## src/cvl_pkg.sv

```systemverilog
// ---------------------------------------------------------------------------
// Chord voice leader package
// Shared constants and pitch-class helpers.
// ---------------------------------------------------------------------------
package cvl_pkg;

    localparam int NOTES_DEF = 4;
    localparam int NOTE_W    = 7;
    localparam int PC_N      = 12;
    // floor(n / 12) equals (n * 43) >> 9 for every 7-bit n.
    localparam int PC_RECIP  = 43;
    localparam int PC_SHIFT  = 9;

    // Pitch class of a 7-bit MIDI note, by reciprocal multiplication.
    function automatic logic [3:0] pc_of(input logic [6:0] n);
        logic [12:0] p;
        logic [3:0]  q;
        logic [6:0]  r;
        p = 13'(n) * 13'(PC_RECIP);
        q = p[PC_SHIFT +: 4];
        r = n - 7'(q) * 7'(PC_N);
        return r[3:0];
    endfunction

    // Signed shortest step from pitch class a to pitch class b, tritone up.
    function automatic logic signed [3:0] pc_step(input logic [3:0] a,
                                                  input logic [3:0] b);
        logic [4:0] fwd;
        fwd = 5'(b) + 5'(PC_N) - 5'(a);
        if (fwd >= 5'(PC_N)) fwd = fwd - 5'(PC_N);
        if (fwd <= 5'd6) return 4'(signed'(fwd));
        return 4'(signed'(fwd)) - 4'sd12;
    endfunction

    function automatic logic [2:0] pc_abs(input logic [3:0] a, input logic [3:0] b);
        logic signed [3:0] d;
        d = pc_step(a, b);
        return d[3] ? 3'(-d) : 3'(d);
    endfunction

endpackage

```

## src/chord_voice_leader.sv

```systemverilog
// ---------------------------------------------------------------------------
// Chord voice leader
// Leads the held chord to each new chord by stable matching of notes.
// ---------------------------------------------------------------------------
// Channel   Direction  Contents
// s_axis    in         tdata: note_0..note_{N-1}; tuser: note_on
// m_axis    out        tdata: prev notes, prev_valid, led notes, led_valid
//
// A note-off goes straight to the output state; a first note-on leads its
// voices directly. A later note-on runs a ranking pass that scores one (self,
// other, compared) triple per cycle, an init step, up to N*N + N proposal
// steps, one proposal step per cycle, and then leads one voice per cycle.
// i_rst_n is synchronous and clears the held chord and the sequencer.
// The input is not ready while an item is in work; a finished result waits in
// the output register, so the next request is taken while it is unread.
// ---------------------------------------------------------------------------
module chord_voice_leader #(
    parameter int NOTES = cvl_pkg::NOTES_DEF
) (
    input  logic                          i_clk,
    input  logic                          i_rst_n,
    input  logic                          s_axis_tvalid,
    output logic                          s_axis_tready,
    // note_0 .. note_{NOTES-1}, zero pad to bytes
    input  logic [((NOTES*7+7)/8)*8-1:0]  s_axis_tdata,
    // note_on
    input  logic                          s_axis_tuser,
    output logic                          m_axis_tvalid,
    input  logic                          m_axis_tready,
    // prev_note_0..N-1, prev_valid, led_note_0..N-1, led_valid, zero pad
    output logic [((NOTES*14+2+7)/8)*8-1:0] m_axis_tdata
);
    localparam int IW = $clog2(NOTES) > 0 ? $clog2(NOTES) : 1;
    localparam int PW = IW + 1;
    localparam int GW = $clog2(NOTES*NOTES + NOTES + 1) + 1;
    localparam int OW = ((NOTES*14+2+7)/8)*8;

    typedef enum logic [2:0] {
        S_IDLE, S_RANK, S_INIT, S_PROP, S_LEAD, S_OUT
    } t_state;

    t_state             r_state;
    logic [6:0]         r_held  [NOTES];
    logic [6:0]         r_fresh [NOTES];
    logic               r_have;
    logic               r_on;
    // Rank tables: pref[p][k] is held note at place k for fresh note p;
    // arank[a][f] is the place of fresh note f in held note a's list.
    logic [IW-1:0]      r_pref  [NOTES][NOTES];
    logic [IW-1:0]      r_arank [NOTES][NOTES];
    logic [IW-1:0]      r_part  [NOTES];
    logic               r_pset  [NOTES];
    logic [PW-1:0]      r_next  [NOTES];
    logic [IW-1:0]      r_stack [NOTES];
    logic [PW-1:0]      r_depth;
    logic [GW-1:0]      r_guard;
    // Ranking sweep counters: side, self, other, compared.
    logic               r_side;
    logic [IW-1:0]      r_i, r_j, r_k;
    logic [IW-1:0]      r_cnt;
    logic [OW-1:0]      r_out;
    logic [OW-1:0]      r_mdata;
    logic               r_mvalid;

    // Shared distance unit: place of j in i's list = count of k that beat j.
    logic [6:0] w_self, w_oj, w_ok;
    logic [2:0] w_dj, w_dk;
    logic       w_beats;
    always_comb begin
        w_self = r_side ? r_held[r_i] : r_fresh[r_i];
        w_oj   = r_side ? r_fresh[r_j] : r_held[r_j];
        w_ok   = r_side ? r_fresh[r_k] : r_held[r_k];
        w_dj   = cvl_pkg::pc_abs(cvl_pkg::pc_of(w_self), cvl_pkg::pc_of(w_oj));
        w_dk   = cvl_pkg::pc_abs(cvl_pkg::pc_of(w_self), cvl_pkg::pc_of(w_ok));
        w_beats = (w_dk < w_dj) || (w_dk == w_dj && r_k < r_j);
    end

    // Proposal step.
    logic [IW-1:0] w_s, w_w, w_np;
    logic          w_live;
    always_comb begin
        w_s    = r_stack[IW'(r_depth - PW'(1))];
        w_live = r_next[w_s] < PW'(NOTES);
        w_w    = r_pref[w_s][r_next[w_s][IW-1:0]];
        w_np   = r_part[w_w];
    end

    // Voice update for one held note.
    logic [6:0]        w_h, w_f, w_led;
    logic signed [8:0] w_sum;
    always_comb begin
        w_h   = r_held[r_i];
        w_f   = r_fresh[r_part[r_i]];
        w_sum = 9'(signed'({2'b0, w_h}));
        if (r_pset[r_i])
            w_sum = w_sum + 9'(cvl_pkg::pc_step(cvl_pkg::pc_of(w_h), cvl_pkg::pc_of(w_f)));
        if (w_sum < 0) w_led = 7'd0;
        else if (w_sum > 9'sd127) w_led = 7'd127;
        else w_led = w_sum[6:0];
    end

    logic w_last_i, w_last_j, w_last_k;
    assign w_last_i = r_i == IW'(NOTES-1);
    assign w_last_j = r_j == IW'(NOTES-1);
    assign w_last_k = r_k == IW'(NOTES-1);

    // The finished result moves on once the output register is free.
    logic w_load;
    assign w_load = (r_state == S_OUT) && (!r_mvalid || m_axis_tready);

    assign s_axis_tready = r_state == S_IDLE;
    assign m_axis_tvalid = r_mvalid;
    assign m_axis_tdata  = r_mdata;

    always_ff @(posedge i_clk) begin
        if (!i_rst_n) begin
            r_state  <= S_IDLE;
            r_have   <= 1'b0;
            r_mvalid <= 1'b0;
            for (int n = 0; n < NOTES; n++) r_held[n] <= '0;
        end else begin
            case (r_state)
                S_IDLE: begin
                    logic [OW-1:0] o;
                    o = '0;
                    for (int n = 0; n < NOTES; n++)
                        o[n*7 +: 7] = r_have ? r_held[n] : 7'd0;
                    o[NOTES*7] = r_have;
                    if (s_axis_tvalid) begin
                        r_out <= o;
                        for (int n = 0; n < NOTES; n++)
                            r_fresh[n] <= s_axis_tdata[n*7 +: 7];
                        r_on   <= s_axis_tuser;
                        r_side <= 1'b0;
                        r_i <= '0; r_j <= '0; r_k <= '0; r_cnt <= '0;
                        if (!s_axis_tuser) r_state <= S_OUT;
                        else if (r_have) r_state <= S_RANK;
                        else r_state <= S_LEAD;
                    end
                end
                S_RANK: begin
                    logic [IW-1:0] c;
                    c = r_cnt + IW'(w_beats && r_k != r_j);
                    if (w_last_k) begin
                        if (r_side) r_arank[r_i][r_j] <= c;
                        else        r_pref[r_i][c]    <= r_j;
                        r_cnt <= '0;
                        r_k   <= '0;
                        if (w_last_j) begin
                            r_j <= '0;
                            if (w_last_i) begin
                                r_i <= '0;
                                if (r_side) r_state <= S_INIT;
                                r_side <= 1'b1;
                            end else r_i <= r_i + IW'(1);
                        end else r_j <= r_j + IW'(1);
                    end else begin
                        r_cnt <= c;
                        r_k   <= r_k + IW'(1);
                    end
                end
                S_INIT: begin
                    for (int n = 0; n < NOTES; n++) begin
                        r_pset[n]  <= 1'b0;
                        r_part[n]  <= '0;
                        r_next[n]  <= '0;
                        r_stack[n] <= IW'(n);
                    end
                    r_depth <= PW'(NOTES);
                    r_guard <= '0;
                    r_state <= S_PROP;
                end
                S_PROP: begin
                    if (r_depth == '0 || r_guard == GW'(NOTES*NOTES + NOTES)) begin
                        r_i <= '0;
                        r_state <= S_LEAD;
                    end else begin
                        r_guard <= r_guard + GW'(1);
                        if (!w_live) r_depth <= r_depth - PW'(1);
                        else begin
                            r_next[w_s] <= r_next[w_s] + PW'(1);
                            if (!r_pset[w_w]) begin
                                r_pset[w_w] <= 1'b1;
                                r_part[w_w] <= w_s;
                                r_depth <= r_depth - PW'(1);
                            end else if (r_arank[w_w][w_np] > r_arank[w_w][w_s]) begin
                                r_stack[IW'(r_depth - PW'(1))] <= w_np;
                                r_part[w_w] <= w_s;
                            end
                        end
                    end
                end
                S_LEAD: begin
                    logic [6:0]    v;
                    logic [OW-1:0] o;
                    v = r_have ? w_led : r_fresh[r_i];
                    o = r_out;
                    o[NOTES*7 + 1 + 7*r_i +: 7] = v;
                    if (w_last_i) o[NOTES*14 + 1] = 1'b1;
                    r_out <= o;
                    r_held[r_i] <= v;
                    if (w_last_i) begin
                        r_have  <= 1'b1;
                        r_state <= S_OUT;
                    end else r_i <= r_i + IW'(1);
                end
                S_OUT: begin
                    if (w_load) r_state <= S_IDLE;
                end
                default: r_state <= S_IDLE;
            endcase

            if (w_load) begin
                r_mdata  <= r_out;
                r_mvalid <= 1'b1;
            end else if (m_axis_tready) begin
                r_mvalid <= 1'b0;
            end
        end
    end

    // A finished result carries led_valid equal to the accepted note_on flag.
    a_led_valid: assert property (@(posedge i_clk) disable iff (!i_rst_n)
        r_state == S_OUT |-> r_out[NOTES*14 + 1] == r_on)
        else $error("led_valid does not follow note_on");
    // The proposal stack never grows past the voice count.
    a_depth: assert property (@(posedge i_clk) disable iff (!i_rst_n)
        r_state == S_PROP |-> r_depth <= PW'(NOTES))
        else $error("free stack overflow");
    // After a note-on result is finished, a chord is held.
    a_have: assert property (@(posedge i_clk) disable iff (!i_rst_n)
        (r_state == S_OUT && r_on) |-> r_have)
        else $error("note-on result without held chord");

endmodule
```

## config.mk

```make
export PLATFORM = sky130hd
export DESIGN_NAME = chord_voice_leader
export DESIGN_NICKNAME = d
export VERILOG_FILES = /design/src/cvl_pkg.sv /design/src/chord_voice_leader.sv
export SDC_FILE = /design/constraint.sdc
export NUM_CORES = 1
export LEC_CHECK = 0
export BUFFER_PORTS_ARGS = -buffer_cell sky130_fd_sc_hd__buf_4
export CAP_MARGIN = 30
export CORE_ASPECT_RATIO = 1.25
export CORE_UTILIZATION = 67
export DETAILED_ROUTE_END_ITERATION = 16
export GPL_TIMING_DRIVEN = 0
export PLACE_DENSITY = 0.86
export SLEW_MARGIN = 20
export SYNTH_ARGS = -nofsm -noshare
export SYNTH_HDL_FRONTEND = slang
export SYNTH_SLANG_ARGS = --single-unit
```

## constraint.sdc

```tcl
create_clock -name i_clk -period 28 [get_ports i_clk]
set_input_delay 5.6 -clock i_clk [delete_from_list [all_inputs] [get_ports i_clk]]
set_output_delay 5.6 -clock i_clk [all_outputs]
set_load 0.02 [all_outputs]
```

==> results.cfg <==
[yosys]
asyncSetResetFlopFracSynth_pct = 0
dominant_combinational_cell_family_by_area_after_synthesis = adder cells
postSynthAreaPerCell_sq_um = 11.8
netlist_instances = 1688
synth_simple_gate_area_share_pct = 10.6
yosysTopAreaCellShare_pct = 44.9
synth_largest_area_cell = sky130_fd_sc_hd__edfxtp_1
synth.lib_cells_used.distinct = 77
top_post_synthesis_cells_by_area = sky130_fd_sc_hd__edfxtp_1, sky130_fd_sc_hd__ha_1, sky130_fd_sc_hd__mux4_2
number_of_flops_mapped_to_enable_cells_by_yosys = 298
synth.yosys.seq_area_share_pct = 46.0
synth-compound-area-share_pct = 9.14
synth.net_count = 1949
synth-xor-area-share_pct = 2.70
synth_ff_type = sky130_fd_sc_hd__edfxtp_1
yosysWarningCount = 0
yosys_register_bits = 309
post_synth_mux_area_share_pct = 11.3
synth_area_sq_um = 19900
share_of_synthesized_cell_area_in_full_adder_half_adder_and_majority_cells_pct = 15.4

[worst_hold_path]
worst_hold_path.num_cells = 0
worst_min_delay_path_startpoint = r_out[9]
holdPathEnd = m_axis_tdata[9]
hp-class = reg -> reg

[drt]
detail_route.first_pass.iterations = 6
postRouteWirelength_mm = 50.1
wl_per_cell_microns = 22.4
via_per_inst = 6.43
dr.first_iter.drc_count = 1574
vias = 14400
post-route-drc-count = 0
drt.antenna.violating_nets = 0

[sta]
timing_worst_slew_pin_value_ps = 925
final_min_period_over_clock_period_pct = 47.9
slew_headroom_pct = 37.8
timing.fmax_mhz = 74.5
worst_clock_skew_ps = 16.4
finalSetupViolations = 0
finalMaxSlewViolations = 0
grt_setup_unrepaired = no
final.setup.tns_ps = 0
report.final.hold_viol_count = 0
timing.final.crit_period_ps = 13410
holdWs_ps = 418

[critical_path]
cp_data_arrival_time_ps = 13760
worst_path_dominant_cell_family = compound AO/OA/AOI/OAI gates
reg2reg_slack_ps = 14590
critPathMostFrequentCell = sky130_fd_sc_hd__ha_1
cp-end-kind = flop
critical_path_start_end_classification = reg -> reg
crit_required_ps = 28350
cp_slowest_cell = sky130_fd_sc_hd__nor4_1
worst_setup_path_start_kind = flop
path_max_fanout = 10
r2r.worst_path.cells = 47
worst_r2r_endpoint = r_out[17]
cp_slowest_stage_delay_ps = 760
worstPathBufferInverterCount = 4

[global_route]
vias_in_the_first_global_route = 14500
antenna_found_initial = 0
grt_util_all_layers_pct = 33.4
maximum_number_of_pins_on_one_net_before_global_route_repair = 32
globalRouteOverflowTotal = 0
grt_pass1_wl_mm = 77.2

[cells_and_area]
final_net_count = 2086
ratio_of_cells_with_drive_above_1_in_the_final_layout_pct = 15.5
fillCellCount = 1911
antenna_cells = 0
areaGrowthSynthToFinish_pct = 11.6

[clock_network]
path_clk_slew_ps = 70
post_cts_hold_fix_bufs = 0
ctsResizeCount = 0
h-tree-depth = 1
post_cts.repair.setup_buffers = 0
cts_sinks = 309
cts_max_path_buffers = 3
cts-buffers-inserted = 29
cts_tree = built
cts_root_buf = sky130_fd_sc_hd__clkbuf_16
clock_insertion_delay_worst_skew_ps = 560

[floorplan]
rows = 70
dieWidth_microns = 156
die_area_sq_um = 30400
ioPinCount = 103
die_y_microns = 195
initial_core_util_pct = 68.1
core_region_area_sq_um = 29300

[flow_run]
maxcap_viol_count = 0

[placement]
port_buffers = 98
routability_cong = 0.966
detailed_place_hpwl_mm = 38.0

[run_status]
result_of_the_run = complete, no violations
[placed cells by master, fill, tap and decap left out, drive strengths merged, types with 8 or more instances in the layout]
master | synthesis | layout
nand3 | 39 | 39
o2111ai | 9 | 9
o31ai | 11 | 11
o22ai | 10 | 10
edfxtp | 298 | 298
o211ai | 11 | 11
nor2 | 98 | 98
nor3b | 8 | 8
a211oi | 14 | 14
nand2 | 116 | 116
mux4 | 59 | 59
o21ai | 83 | 83
a21oi | 53 | 53
fa | 35 | 35
nor4 | 15 | 15
clkbuf | 57 | 91
ha | 189 | 189
dfxtp | 11 | 11
nor2b | 18 | 18
mux2i | 55 | 55
inv | 176 | 179
nand3b | 10 | 10
nor3 | 20 | 20
mux2 | 33 | 33
and2 | 23 | 23
xnor2 | 41 | 41
a21o | 12 | 12
and3 | 32 | 32
buf | 15 | 119
or2 | 16 | 16
xor2 | 17 | 17
o221ai | 8 | 8
nand2b | 17 | 17
[state kept, by name, indices dropped and copies added, names as in the netlist, named ones only]
name,flops
r_stack,8
r_j,2
r_guard,6
r_part,8
r_k,2
r_pset,4
r_i,2
r_have,1
r_depth,3
r_pref,32
r_fresh,28
r_side,1
m_axis_tvalid,1
r_next,12
m_axis_tdata,64
r_out,64
r_state,3
r_cnt,2
r_held,28
r_arank,32
[worst max-delay path by stage]
stage / slack (ps) / endpoint / depth (start not counted)
finish: 14590 / r_out[17] / 47
global route: 13830 / r_out[17] / 47
CTS: 14760 / r_out[17] / 47
detailed placement: 14880 / r_out[17] / 47
global placement: 15240 / r_out[11] / 48
floorplan: 17010 / r_out[60] / 47
[through the flow]
stage,instance area (sq um),worst slack [ps],instances,util [%]
3_5_place_dp,21300,14880,2187,72.7
5_1_grt,22200,13830,2239,76.0
3_3_place_gp,21100,15240,2182,72.3
6_report,22200,14590,2239,76.0
2_1_floorplan,19900,17010,1688,-
4_1_cts,22200,14760,2236,75.9
[worst register-to-register path: cells and delay by family (launching register included)]
family / cells / cell delay, ps
XOR/XNOR: 6 / 1020
AND/OR/NAND/NOR: 10 / 2430
AO/OA/AOI/OAI: 14 / 3540
flip-flops: 1 / 330
adder cells (fa/ha/maj): 9 / 2740
buffers and inverters: 4 / 1130
multiplexers: 4 / 2030
[cells in the mapped netlist, types with 12 or more instances]
cell type,count
sky130_fd_sc_hd__ha_1,189
sky130_fd_sc_hd__xor2_1,16
sky130_fd_sc_hd__or2_2,15
sky130_fd_sc_hd__and2_1,23
sky130_fd_sc_hd__nor4_1,15
sky130_fd_sc_hd__mux4_2,59
sky130_fd_sc_hd__mux2_2,33
sky130_fd_sc_hd__nand2b_1,17
sky130_fd_sc_hd__inv_1,175
sky130_fd_sc_hd__mux2i_1,53
sky130_fd_sc_hd__a211oi_1,14
sky130_fd_sc_hd__a21oi_1,51
sky130_fd_sc_hd__edfxtp_1,298
sky130_fd_sc_hd__and3_1,32
sky130_fd_sc_hd__nand3_1,39
sky130_fd_sc_hd__nor3_1,19
sky130_fd_sc_hd__nor2b_1,18
sky130_fd_sc_hd__o21ai_0,74
sky130_fd_sc_hd__nor2_1,98
sky130_fd_sc_hd__a21o_1,12
sky130_fd_sc_hd__nand2_1,115
sky130_fd_sc_hd__fa_1,35
sky130_fd_sc_hd__xnor2_1,41
sky130_fd_sc_hd__clkbuf_1,57
[kinds of logic after synthesis]
kind of cell    Yosys count
xor+xnor                 59
compound gates          272
simple gates            428
flops                   309
mux                     147
fa+ha+maj               224
buf+inv                 249
[cell type report]
cell class | instances | area (sq um) | share of cell area (%)
clock buffers | 32 | 737 | 3.32
plain buffers | 72 | 283 | 1.27
clock inverters | 17 | 209 | 0.940
repair buffers | 106 | 856 | 3.85
multi-input cells | 1130 | 9810 | 44.1
flip-flops and latches | 309 | 9170 | 41.3
well taps | 396 | 495 | 2.23
inverters | 177 | 664 | 2.99
[per-layer routing]
layer  track usage, %  up-vias  share of wire (%)
li1                 -     6487                  -
met1             40.4     6985                 36
met2             58.2      783                 51
met3             5.84      152                9.0
met4             14.7        0                4.0
met5                0        -                  0
Power is left out: the tool's default activity adds up to more than one toggle a clock period on the data nets, which glitch-free logic cannot reach.
